`config.mk`:
```
export PLATFORM = sky130hd
export DESIGN_NAME = animation_frame_sequencer_top
export DESIGN_NICKNAME = d
export VERILOG_FILES = /design/src/hdl/afs_pkg.sv /design/src/hdl/afs_engine.sv /design/src/hdl/animation_frame_sequencer_top.sv
export SDC_FILE = /design/constraint.sdc
export NUM_CORES = 1
export LEC_CHECK = 0
export BUFFER_PORTS_ARGS = -buffer_cell sky130_fd_sc_hd__buf_2
export CORE_MARGIN = 8
export CORE_UTILIZATION = 40
export CTS_CLUSTER_SIZE = 16
export DETAILED_ROUTE_END_ITERATION = 16
export PLACE_DENSITY = 0.57
export SYNTH_ARGS = -nofsm -noshare
export SYNTH_HDL_FRONTEND = slang
export SYNTH_SLANG_ARGS = --single-unit
```
`constraint.sdc`:
```
create_clock -name clk_i -period 15.23 [get_ports clk_i]
set_clock_uncertainty 0.2 [all_clocks]
set_input_delay 0.7615 -clock clk_i [delete_from_list [all_inputs] [get_ports clk_i]]
set_output_delay 0.7615 -clock clk_i [all_outputs]
set_load 0.01 [all_outputs]
```
`src/hdl/afs_pkg.sv`:
```
`timescale 1ns / 1ps
// ----------------------------------------------------------------------------
// afs_pkg
// Shared types and constants for the animation frame sequencer: request
// codes, register indexes, play modes and the transaction structs.
// ----------------------------------------------------------------------------
package afs_pkg;

  // fixed field widths of the transaction ports
  localparam int FRAME_W = 4;
  localparam int FIELD_W = 16;
  localparam int SPEED_W = 12;
  localparam int COUNT_W = 5;
  localparam int MODE_W  = 2;
  localparam int CFG_IDX_W  = 2;
  localparam int CFG_DATA_W = 12;

  // request codes
  typedef enum logic [1:0] {
    REQ_LOAD = 2'd0,
    REQ_PLAY = 2'd1,
    REQ_STOP = 2'd2,
    REQ_TICK = 2'd3
  } req_type_e;

  // register indexes
  localparam logic [CFG_IDX_W-1:0] CFG_PLAY_MODE   = 2'd0;
  localparam logic [CFG_IDX_W-1:0] CFG_SPEED_SCALE = 2'd1;
  localparam logic [CFG_IDX_W-1:0] CFG_FRAME_COUNT = 2'd2;

  // play modes, any mode with bit 1 set bounces
  localparam logic [MODE_W-1:0] MODE_ONCE = 2'd0;
  localparam logic [MODE_W-1:0] MODE_LOOP = 2'd1;

  // register reset values
  localparam logic [MODE_W-1:0]  PLAY_MODE_RST   = MODE_ONCE;
  localparam logic [SPEED_W-1:0] SPEED_SCALE_RST = 12'd256;
  localparam logic [COUNT_W-1:0] FRAME_COUNT_RST = 5'd1;

  typedef struct packed {
    logic [MODE_W-1:0]  play_mode;
    logic [SPEED_W-1:0] speed_scale;
    logic [COUNT_W-1:0] frame_count;
  } afs_cfg_t;

  typedef struct packed {
    req_type_e          req_type;
    logic [FRAME_W-1:0] frame_index;
    logic [FIELD_W-1:0] duration;
    logic [FIELD_W-1:0] elapsed;
  } afs_req_t;

  typedef struct packed {
    logic [FRAME_W-1:0] current_frame;
    logic               playing;
    logic               reversing;
    logic               advanced;
  } afs_res_t;

endpackage

```
`src/hdl/afs_engine.sv`:
```
`timescale 1ns / 1ps
// ----------------------------------------------------------------------------
// afs_engine
// Playback state, duration table and the combinational step logic. Each
// accepted transaction updates the state and yields its result in the
// same cycle.
// ----------------------------------------------------------------------------
module afs_engine
  import afs_pkg::*;
#(
  parameter int MAX_FRAMES = 16,
  parameter int TIME_BITS  = 16
) (
  input  logic     clk_i,
  input  logic     rst_ni,
  input  logic     step_i,
  input  afs_req_t req_i,
  input  afs_cfg_t cfg_i,
  output afs_res_t res_o
);

  // only frames the 4-bit index can reach are stored
  localparam int DEPTH = (MAX_FRAMES < 16) ? MAX_FRAMES : 16;
  localparam int IDX_W = (DEPTH > 1) ? $clog2(DEPTH) : 1;
  localparam int DUR_W = (TIME_BITS < FIELD_W) ? TIME_BITS : FIELD_W;
  localparam int ACC_W = TIME_BITS + 8;
  localparam int MUL_W = DUR_W + SPEED_W;
  localparam int CMP_W = ACC_W + 8;
  localparam logic [COUNT_W-1:0] DEPTH_N = COUNT_W'(DEPTH);
  localparam logic [ACC_W-1:0]   ACC_MAX = '1;

  logic [DUR_W-1:0]   dur_mem [DEPTH];
  logic [FRAME_W-1:0] frame_q, frame_d;
  logic [ACC_W-1:0]   accum_q, accum_d;
  logic               active_q, active_d;
  logic               backward_q, backward_d;

  logic [COUNT_W-1:0] clip_n;
  logic [FRAME_W-1:0] last_frame;
  logic [FRAME_W-1:0] frame_sat;
  logic [ACC_W:0]     acc_sum;
  logic [ACC_W-1:0]   acc_sat;
  logic [DUR_W-1:0]   dur_rd;
  logic [MUL_W-1:0]   need;
  logic               reached;
  logic               at_last;
  logic               stepped;
  logic               load_ok;

  // clip length, clamped to 1..DEPTH
  always_comb begin
    clip_n = (cfg_i.frame_count == '0) ? COUNT_W'(1) : cfg_i.frame_count;
    if (clip_n > DEPTH_N) begin
      clip_n = DEPTH_N;
    end
    last_frame = FRAME_W'(clip_n - COUNT_W'(1));
  end

  // tick datapath: saturate frame, accumulate, scale duration and compare
  assign frame_sat = ({1'b0, frame_q} >= clip_n) ? last_frame : frame_q;
  assign acc_sum   = {1'b0, accum_q} + (ACC_W + 1)'(req_i.elapsed[DUR_W-1:0]);
  assign acc_sat   = acc_sum[ACC_W] ? ACC_MAX : acc_sum[ACC_W-1:0];
  assign dur_rd    = dur_mem[frame_sat[IDX_W-1:0]];
  assign need      = MUL_W'(dur_rd) * MUL_W'(cfg_i.speed_scale);
  assign reached   = {acc_sat, 8'b0} >= CMP_W'(need);
  assign at_last   = (frame_sat == last_frame);
  assign load_ok   = ({1'b0, req_i.frame_index} < DEPTH_N);

  // next state per request
  always_comb begin
    frame_d    = frame_q;
    accum_d    = accum_q;
    active_d   = active_q;
    backward_d = backward_q;
    stepped    = 1'b0;
    unique case (req_i.req_type)
      REQ_LOAD: begin
      end
      REQ_PLAY: begin
        frame_d    = ({1'b0, req_i.frame_index} < clip_n) ? req_i.frame_index : last_frame;
        accum_d    = '0;
        backward_d = 1'b0;
        active_d   = 1'b1;
      end
      REQ_STOP: begin
        active_d = 1'b0;
        frame_d  = last_frame;
      end
      REQ_TICK: begin
        if (active_q) begin
          frame_d = frame_sat;
          accum_d = acc_sat;
          if (reached) begin
            stepped = 1'b1;
            accum_d = '0;
            if (cfg_i.play_mode == MODE_ONCE) begin
              if (at_last) begin
                active_d = 1'b0;
              end else begin
                frame_d = frame_sat + FRAME_W'(1);
              end
            end else if (cfg_i.play_mode == MODE_LOOP) begin
              frame_d = at_last ? '0 : frame_sat + FRAME_W'(1);
            end else if (!backward_q) begin
              // bounce at the top: hold the frame, flip direction
              if (at_last) begin
                backward_d = 1'b1;
              end else begin
                frame_d = frame_sat + FRAME_W'(1);
              end
            end else begin
              // bounce at frame zero likewise
              if (frame_sat == '0) begin
                backward_d = 1'b0;
              end else begin
                frame_d = frame_sat - FRAME_W'(1);
              end
            end
          end
        end
      end
      default: begin
      end
    endcase
  end

  assign res_o.current_frame = frame_d;
  assign res_o.playing       = active_d;
  assign res_o.reversing     = backward_d;
  assign res_o.advanced      = stepped;

  // playback state
  always_ff @(posedge clk_i or negedge rst_ni) begin
    if (!rst_ni) begin
      frame_q    <= '0;
      accum_q    <= '0;
      active_q   <= 1'b0;
      backward_q <= 1'b0;
    end else if (step_i) begin
      frame_q    <= frame_d;
      accum_q    <= accum_d;
      active_q   <= active_d;
      backward_q <= backward_d;
    end
  end

  // duration table, undefined until loaded
  always_ff @(posedge clk_i) begin
    if (step_i && (req_i.req_type == REQ_LOAD) && load_ok) begin
      dur_mem[req_i.frame_index[IDX_W-1:0]] <= req_i.duration[DUR_W-1:0];
    end
  end

endmodule

```
`src/hdl/animation_frame_sequencer_top.sv`:
```
`timescale 1ns / 1ps
// ----------------------------------------------------------------------------
// animation_frame_sequencer_top
// Sprite animation frame sequencer: duration table, playback state and
// an output register with a skid stage.
// ----------------------------------------------------------------------------
// the result is registered in the output register, via the skid entry when stalled
// throughput: one transaction per cycle while in_stall_o is low
// a skid entry lets one more transaction be accepted while the output stalls
// reset clears playback state and loads the register defaults; the duration
// table holds no value until loaded
module animation_frame_sequencer_top
  import afs_pkg::*;
#(
  parameter int MAX_FRAMES = 16,
  parameter int TIME_BITS  = 16
) (
  input  logic                  clk_i,
  input  logic                  rst_ni,
  // configuration
  input  logic                  cfg_we_i,
  input  logic [CFG_IDX_W-1:0]  cfg_idx_i,
  input  logic [CFG_DATA_W-1:0] cfg_data_i,
  // input transaction
  input  logic                  in_valid_i,
  output logic                  in_stall_o,
  input  logic [1:0]            req_type_i,
  input  logic [FRAME_W-1:0]    frame_index_i,
  input  logic [FIELD_W-1:0]    duration_i,
  input  logic [FIELD_W-1:0]    elapsed_i,
  // result transaction
  output logic                  out_valid_o,
  input  logic                  out_stall_i,
  output logic [FRAME_W-1:0]    current_frame_o,
  output logic                  playing_o,
  output logic                  reversing_o,
  output logic                  advanced_o
);

  afs_cfg_t cfg_q;
  afs_req_t req;
  afs_res_t res;
  afs_res_t out_q, out_d;
  afs_res_t skid_q, skid_d;
  logic     out_valid_q, out_valid_d;
  logic     skid_valid_q, skid_valid_d;
  logic     in_fire;
  logic     out_free;

  // configuration registers
  always_ff @(posedge clk_i or negedge rst_ni) begin
    if (!rst_ni) begin
      cfg_q.play_mode   <= PLAY_MODE_RST;
      cfg_q.speed_scale <= SPEED_SCALE_RST;
      cfg_q.frame_count <= FRAME_COUNT_RST;
    end else if (cfg_we_i) begin
      unique case (cfg_idx_i)
        CFG_PLAY_MODE:   cfg_q.play_mode   <= cfg_data_i[MODE_W-1:0];
        CFG_SPEED_SCALE: cfg_q.speed_scale <= cfg_data_i[SPEED_W-1:0];
        CFG_FRAME_COUNT: cfg_q.frame_count <= cfg_data_i[COUNT_W-1:0];
        default: begin
        end
      endcase
    end
  end

  assign in_stall_o = skid_valid_q;
  assign in_fire    = in_valid_i && !in_stall_o;

  assign req.req_type    = req_type_e'(req_type_i);
  assign req.frame_index = frame_index_i;
  assign req.duration    = duration_i;
  assign req.elapsed     = elapsed_i;

  afs_engine #(
    .MAX_FRAMES(MAX_FRAMES),
    .TIME_BITS (TIME_BITS)
  ) u_engine (
    .clk_i (clk_i),
    .rst_ni(rst_ni),
    .step_i(in_fire),
    .req_i (req),
    .cfg_i (cfg_q),
    .res_o (res)
  );

  // output register with skid entry
  assign out_free = !out_valid_q || !out_stall_i;

  always_comb begin
    out_d        = out_q;
    out_valid_d  = out_valid_q;
    skid_d       = skid_q;
    skid_valid_d = skid_valid_q;
    if (out_free) begin
      if (skid_valid_q) begin
        out_d        = skid_q;
        out_valid_d  = 1'b1;
        skid_valid_d = 1'b0;
      end else begin
        out_d       = res;
        out_valid_d = in_fire;
      end
    end else if (in_fire) begin
      skid_d       = res;
      skid_valid_d = 1'b1;
    end
  end

  always_ff @(posedge clk_i or negedge rst_ni) begin
    if (!rst_ni) begin
      out_valid_q  <= 1'b0;
      skid_valid_q <= 1'b0;
    end else begin
      out_valid_q  <= out_valid_d;
      skid_valid_q <= skid_valid_d;
    end
  end

  always_ff @(posedge clk_i) begin
    out_q  <= out_d;
    skid_q <= skid_d;
  end

  assign out_valid_o     = out_valid_q;
  assign current_frame_o = out_q.current_frame;
  assign playing_o       = out_q.playing;
  assign reversing_o     = out_q.reversing;
  assign advanced_o      = out_q.advanced;

  // skid entry only holds data behind a full output register
  a_skid_behind_out: assert property (@(posedge clk_i) disable iff (!rst_ni)
    skid_valid_q |-> out_valid_q)
    else $error("skid entry valid with empty output register");

  // accepted transaction against a stalled output lands in the skid entry
  a_skid_fill: assert property (@(posedge clk_i) disable iff (!rst_ni)
    (in_fire && out_valid_q && out_stall_i) |=> skid_valid_q)
    else $error("transaction lost behind stalled output");

  // a drained skid entry moves into the output register
  a_skid_drain: assert property (@(posedge clk_i) disable iff (!rst_ni)
    (skid_valid_q && !out_stall_i) |=> (out_valid_q && !skid_valid_q))
    else $error("skid entry did not drain");

  // only a tick can take a frame step
  a_step_on_tick: assert property (@(posedge clk_i) disable iff (!rst_ni)
    (in_fire && res.advanced) |-> (req.req_type == REQ_TICK))
    else $error("frame step on a non-tick transaction");

endmodule
```
==> results.md, run 1 <==
Critical path:
- The register-to-register setup slack is 1.92 ns.
- The most critical setup path has its startpoint at cfg_q[2].
- STA classifies the critical path endpoint as a flip-flop.
- The standard cell with the maximum stage delay on the critical path is sky130_fd_sc_hd__a31oi_1.
- The worst endpoint data arrival time is 13.40 ns.
- Along the worst path, the maximum fanout reaches 34.
- The source of the worst register-to-register timing path is cfg_q[2].
- The worst path required time is 15.32 ns.
- The classification of the worst setup path is flip-flop to flip-flop.
- The kind of start point of the critical path is a flip-flop.
- The cell seen most often among critical-path stages is sky130_fd_sc_hd__fa_1.
- In this design, the stage delay of the slowest critical-path cell is 0.91 ns.

Timing:
- The final critical path takes up 87.41% of the cycle.
- The final hold violation count is 0.
- The total setup violations reported at the end of the flow is 0.
- The worst-margin pin slew is 1.233 ns.
- The total count of max-transition violations in the final report was 0.
- Based on the critical path, the design can be clocked at up to 75.12 MHz.
- Setup repair after global routing left no endpoint under its margin.
- The headroom to the max-slew limit is 17.40%.
- Setup total negative slack on the finished layout was measured at 0 ns.
- The final critical-path setup slack is 1.918 ns.
- Subtracting the final worst setup slack from the clock period gives 13.31 ns.

Synth:
- The total nets after synthesis is 2,007.
- The flip-flop and latch count after synthesis is 321.
- The average cell area after synthesis is 12.21 µm².
- In the synthesized netlist, the cells that appear most often are 270 x sky130_fd_sc_hd__edfxtp_1, 213 x sky130_fd_sc_hd__nand2_1, 209 x sky130_fd_sc_hd__inv_1.
- For this run, the register share of the synthesized area comes to 45.33%.
- The share of the synthesized area in the top cell type is 39.15%.
- In this run the cell area of the synthesized design comes to 20,710 µm².
- By area the synthesized netlist is led by sky130_fd_sc_hd__edfxtp_1 39%, sky130_fd_sc_hd__fa_1 14%, sky130_fd_sc_hd__ha_1 6.8%.
- The gate count after technology mapping is 1,696.
- The leading area contributor after synthesis is sky130_fd_sc_hd__edfxtp_1.
- For this run, the leading register cell type out of synthesis is sky130_fd_sc_hd__edfxtp_1.
- The most instantiated library cell after synthesis is sky130_fd_sc_hd__edfxtp_1.
- Yosys printed 0 warnings.
- In the synthesized netlist the async set-or-reset flop fraction comes to 15.89%.
- The number of distinct library cell variants in the gate-level netlist after synthesis is 72.
- In this run, synthesis inferred 270 flip-flops with an integrated enable.

Global route:
- The via count of the first global-routing pass is 13,720.
- The first-pass GRT wire length is 77.51 mm.
- After global routing the overflow that remains totals 0.
- The initial antenna violation count is 3.
- The overall global routing resource usage is 16.47%.
- Entering global routing, the biggest net connects 52 pins.

Placement:
- Counting tap cells, the placed design contains a total of 2,412 instances.
- The detailed placement HPWL is 34.54 mm.
- The count of buffers added on input and output ports is 65.
- At the end of routability-driven placement, the weighted congestion stood at 0.8280.
- The post-placement setup slack is 1.908 ns.

Final layout:
- Across the whole layout, storage elements account for 9387 µm².
- The share of the core filled with cells in the final layout is 45.02%.
- Leaving out filler cells and counting taps, the final layout contains 2,475.
- The area growth from synthesis to layout is 11.55%.
- After filler insertion, the fill cell instance count of the layout stands at 4,742.
- The multi-input combinational cells in the finished layout cover a total of 10,350 µm².
- In the final layout, the share of cells above drive strength 1 is 16.06%.
- The net count of the finished layout is 2,080.

Clocking:
- The clock reaches the later pin of the worst-skew pair after 0.55 ns.
- Post-CTS timing repair inserted 0 buffers for setup.
- The number of H-tree branching levels is 2.
- The CTS tree is built.
- The post-cts sizing count is 0.
- After clock tree synthesis, the flow added hold-fix buffers numbering 0.
- The cell sitting at the root of the clock tree is a sky130_fd_sc_hd__clkbuf_16.
- The clock passes through at most 3 buffers.
- The clock buffer count from CTS is 35.
- CTS saw 321 sinks.
- After clock tree synthesis, the clock-pin slew on the worst setup and hold paths is 0.06 ns.

Drt:
- The total length of routed wires is 48.98 mm.
- The pre-antenna-repair detailed-routing pass consisted of 5 iterations.
- The total via count in the routed design is 13,130.
- The routed via count divided by cell count is 5.305.
- For this run, design rule violations remaining after detail routing come to 0.
- The count of nets left with antenna violations once routing finished came out at 0.
- The DRC violation total after the first TritonRoute iteration is 897.
- The detail-routed net length per standard cell is 19.79 µm.

Floorplanning:
- Once the floorplan was initialized, standard cells occupied 40.36% of the core.
- Measured along the x axis, the die boundary spans 243.5 µm.
- The die covers 59,300 µm².
- The initialized floorplan defines 83 standard-cell rows.
- The number of top-level design ports is 66.
- The die outline height is 243.5 µm.
- The core region area is 51,300 µm².

Worst hold path:
- The path class of the lowest-slack min-delay path is input port to asynchronous set/reset pin.

Job:
- The number of maximum-capacitance violations is 0.

Run status:
- The flow ran to the end, and the final reports show no timing, DRC or antenna violations.
==> metal layers <==
metal  vias up  global-route usage [%]  part of all wire (%)
met1      6680                   21.39                    45
met3        80                   2.746                   4.3
met5         -                       0                     0
li1       6101                       -                     -
met2       268                   28.10                    49
met4         0                   4.942                   2.5
==> worst max-delay path: cells and delay by family (launching register included) <==
kind                     cells  cell delay [ns]
multiplexers                 2             0.95
adder cells (fa/ha/maj)      8             3.50
buffers and inverters        4             0.51
XOR/XNOR                     1             0.23
AND/OR/NAND/NOR             12             2.40
AO/OA/AOI/OAI               17             4.76
flip-flops                   1             0.43
==> cell type report <==
class                   count  share of cell area, %
diodes                      2                0.02167
multi-input cells        1096                  44.80
inverters                 209                  3.396
clock buffers              42                  3.906
flip-flops and latches    321                  40.64
clock inverters            19                 0.8125
repair buffers            106                  2.741
well taps                 680                  3.683
==> sequential cells by signal, summed over array words and instances (netlist names) <==
name,flops
playing_o,1
in_stall_o,1
reversing_o,1
u_engine.active_q,1
skid_q,7
cfg_q,19
current_frame_o,4
out_valid_o,1
u_engine.backward_q,1
u_engine.frame_q,4
advanced_o,1
u_engine.accum_q,24
u_engine.dur_mem,256
==> layout by cell type, fill, tap and decap left out, types with 49 or more instances in the layout <==
master / count
sky130_fd_sc_hd__and2_1: 78
sky130_fd_sc_hd__buf_2: 65
sky130_fd_sc_hd__dfrtp_1: 49
sky130_fd_sc_hd__edfxtp_1: 270
sky130_fd_sc_hd__fa_1: 141
sky130_fd_sc_hd__ha_1: 113
sky130_fd_sc_hd__inv_1: 209
sky130_fd_sc_hd__mux4_2: 60
sky130_fd_sc_hd__nand2_1: 213
sky130_fd_sc_hd__nor2_1: 51
==> worst paths after layout <==
kind | to | depth (start not counted)
min in group clk_i | out_valid_o | 3
hold reg to reg | u_engine.accum_q[3] | 1
setup reg to reg | current_frame_o[3] | 44
setup / recovery | current_frame_o[3] | 44
max in group asynchronous | cfg_q[2] | 2
hold / removal | u_engine.accum_q[3] | 2
==> cell families after synthesis <==
kind of cell,count (synthesis),synth area share (%)
AOI/OAI and AO/OA,240,8.006
xor gates and xnor gates,41,1.734
adders and majority gates,254,20.46
buffers and inverters,279,5.184
DFF,321,45.33
muxes,99,8.647
and+or+nand+nor,462,10.64
==> stage by stage <==
step           cell area [µm²]  hold WS (ns)
3_3_place_gp             22000        0.2942
4_1_cts                  23090        0.1465
3_5_place_dp             22000        0.2960
6_report                 23100        0.1507
5_1_grt                  23090        0.1958
2_1_floorplan            20710        0.2659
Power of run 1 is not shown: default switching activity piles up to over one toggle a cycle in this logic, so the estimate is an artifact.
==> inputs of run 2 (changes only) <==
--- a/config.mk
+++ b/config.mk
@@ -7,10 +7,10 @@
 export LEC_CHECK = 0
 export BUFFER_PORTS_ARGS = -buffer_cell sky130_fd_sc_hd__buf_2
 export CORE_MARGIN = 8
-export CORE_UTILIZATION = 40
+export CORE_UTILIZATION = 62
 export CTS_CLUSTER_SIZE = 16
 export DETAILED_ROUTE_END_ITERATION = 16
-export PLACE_DENSITY = 0.57
+export PLACE_DENSITY = 0.82
 export SYNTH_ARGS = -nofsm -noshare
 export SYNTH_HDL_FRONTEND = slang
 export SYNTH_SLANG_ARGS = --single-unit
==> results.md, run 2 (same netlist as run 1, synthesis figures left out) <==
Final layout:
- The number of flip-flops under the largest register name is 256 (unchanged).
- The fraction of final layout cells with drive strength greater than 1 came to 15.47% (was 16.06%).
- The commonest non-fill, non-tap cell in the layout is sky130_fd_sc_hd__edfxtp_1 (unchanged).
- The net count of the finished layout was 2,066 (was 2,080).
- The final cell area excluding filler cells is 22,710 µm² (was 23,100 µm²).
- The post-layout instance count excluding filler cells is 2,226 (was 2,475).
- The combined area of the multi-input logic cells is 10,330 µm² (was 10,350 µm²).
- The count of fill cells added during filler insertion came to 2,304 (was 4,742).
- The synthesis-to-finish area growth is 9.649% (was 11.55%).
- Commonest cells after routing, fill and taps aside: 270 x sky130_fd_sc_hd__edfxtp_1, 213 x sky130_fd_sc_hd__nand2_1, 209 x sky130_fd_sc_hd__inv_1 (unchanged).
- The area taken by flip-flops and latches came to 9387 µm² (unchanged).
- The diode insertion count for antenna repair is 0 (was 2).

Floorplanning:
- The effective utilization at floorplan came to 62.38% (was 40.36%).
- The die width is 198.8 µm (was 243.5 µm).
- The full die area is 39,500 µm² (was 59,300 µm²).
- The die outline height came to 198.8 µm (was 243.5 µm).
- The number of standard-cell rows in the floorplan is 67 (was 83).
- The core region area came to 33,200 µm² (was 51,300 µm²).
- The number of top-level design ports is 66 (unchanged).

Job:
- The number of maximum-capacitance violations is 0 (unchanged).

Timing:
- The final hold violation count is 0 (unchanged).
- The headroom to the max-slew limit came to 9.924% (was 17.40%).
- The worst-margin pin slew came to 1.350 ns (was 1.233 ns).
- The total setup violations reported at the end of the flow came to 0 (unchanged).
- The setup TNS after final layout is 0 ns (unchanged).
- The time the worst path needs with I/O delays and setup is 13.41 ns (was 13.31 ns).
- The final critical-path setup slack is 1.824 ns (was 1.918 ns).
- RSZ-0062 raised after global routing: false (unchanged).
- The fraction of the cycle the final worst path needs is 88.02% (was 87.41%).
- The highest attainable clock frequency is 74.59 MHz (was 75.12 MHz).
- The total count of max-transition violations in the final report is 0 (unchanged).

Clocking:
- The post-CTS setup buffer count was 0 (unchanged).
- The clock buffer count from CTS was 31 (was 35).
- The post-cts sizing count is 0 (unchanged).
- The number of H-tree branching levels is 1 (was 2).
- The buffer type at the clock tree root is sky130_fd_sc_hd__clkbuf_16 (unchanged).
- The maximum buffer depth of the clock tree is 3 (unchanged).
- The clock latency on the worst-skew pair came to 0.56 ns (was 0.55 ns).
- The clock input transition at the sequential cells of the worst setup and hold paths came to 0.06 ns (about the same).
- The CTS tree is built (unchanged).
- The clock net sink count is 321 (unchanged).
- The number of buffers inserted by hold repair at cts is 0 (unchanged).

Global route:
- The pin count of the biggest net entering global routing was 52 (unchanged).
- The overall overflow remaining after global route is 0 (unchanged).
- The via count of the first global-routing pass is 14,370 (was 13,720).
- The first-pass GRT wire length is 77.76 mm (was 77.51 mm).
- The overall global routing resource usage is 25.27% (was 16.47%).
- The initial antenna violation count is 0 (was 3).

Critical path:
- The delay contributed by the slowest stage of the critical path came to 1.02 ns (was 0.91 ns).
- The worst path required time is 15.52 ns (was 15.32 ns).
- The worst endpoint data arrival time is 13.70 ns (was 13.40 ns).
- The cell count of the worst reg-to-reg path was 42 (was 44).
- The standard cell with the maximum stage delay on the critical path is sky130_fd_sc_hd__nor3_2 (was sky130_fd_sc_hd__a31oi_1).
- The nature of the critical path endpoint is a flip-flop (unchanged).
- The largest fanout on the critical path came to 32 (was 34).
- The kind of start point of the critical path is a flip-flop (unchanged).
- The cell seen most often among critical-path stages is sky130_fd_sc_hd__fa_1 (unchanged).
- The classification of the worst setup path is flip-flop to flip-flop (unchanged).

Drt:
- The highest metal layer used by the detailed router is met4 (unchanged).
- The number of routed nets with antenna violations was 0 (unchanged).
- The DRC violation count after routing is 0 (unchanged).
- The total via count in the routed design is 13,820 (was 13,130).
- The detailed route wirelength on metal3 came to 3.207 mm (was 2.084 mm).
- The detail-routed net length per standard cell came to 22.07 µm (was 19.79 µm).
- The DRC violation total after the first TritonRoute iteration is 1,121 (was 897).
- The routed via count divided by cell count is 6.209 (was 5.305).
- The length of the first detailed-routing pass in iterations is 5 (unchanged).
- The sum of routed wire segments on met1 is 18.70 mm (was 21.88 mm).
- The total length of routed wires is 49.13 mm (was 48.98 mm).
- The detailed route wirelength on metal2 is 25.26 mm (was 23.80 mm).

Worst hold path:
- The path class of the lowest-slack min-delay path was input port to asynchronous set/reset pin (unchanged).

Placement:
- The detailed placement HPWL is 33.65 mm (was 34.54 mm).
- The number of buffer cells added on primary ports is 65 (unchanged).
- The total cell area at the placement stage is 21,620 µm² (was 22,000 µm²).
- The total instance count after detailed placement is 2,170 (was 2,412).
- The global placement routability congestion is 0.9264 (was 0.8280).
- The post-placement setup slack is 1.952 ns (was 1.908 ns).

Run status:
- Status: completed (unchanged).
run 2: cell count changes in the layout (fill, tap and decap cells not counted), sizes merged:
cell | previous run | this run
clkbuf | 42 | 37
bufinv | 2 | 7
clkinv | 14 | 9
inv | 210 | 209
buf | 106 | 96
clkinvlp | 2 | 3
diode | 2 | 0
run 2: final cells by class:
cell class / instances / share of cell area (%)
clock buffers: 37 / 3.516
clock inverters: 19 / 1.267
inverters: 209 / 3.455
multi-input cells: 1096 / 45.50
flip-flops and latches: 321 / 41.34
well taps: 448 / 2.469
repair buffers: 96 / 2.458
run 2: stage by stage:
step	hold slack, ns	util (%)
after floorplan	0.2659	-
after global placement	0.2931	65.13
after detailed placement	0.3021	65.13
after CTS	0.1322	68.40
after global routing	0.1752	68.40
final	0.1269	68.40
run 2: final timing paths:
check | startpoint | endpoint | slack (ns)
max | cfg_q[2] | u_engine.accum_q[9] | 1.82
min in group clk_i | cfg_data_i[5] | cfg_q[10] | 0.24
min | rst_ni | u_engine.accum_q[21] | 0.13
min reg2reg | u_engine.accum_q[2] | u_engine.accum_q[2] | 0.32
max in group asynchronous | rst_ni | cfg_q[6] | 14.25
max reg2reg | cfg_q[2] | u_engine.accum_q[9] | 1.82
run 2: worst max-delay path, delay by kind of cell, from the launching register on:
| family | cells | cell delay (ns) |
|---|---|---|
| xor gates and xnor gates | 1 | 0.18 |
| and+or+nand+nor | 13 | 3.76 |
| buffers and inverters | 4 | 0.55 |
| muxes | 1 | 0.68 |
| AOI/OAI and AO/OA | 15 | 3.94 |
| adders and majority gates | 8 | 3.55 |
| DFF | 1 | 0.45 |
run 2: metal layers:
metal,vias to the layer above,GRT usage (%)
li1,6048,-
met1,6952,31.00
met2,669,45.21
met3,152,3.079
met4,0,9.909
met5,-,0
Power of run 2 is left out for the same reason.
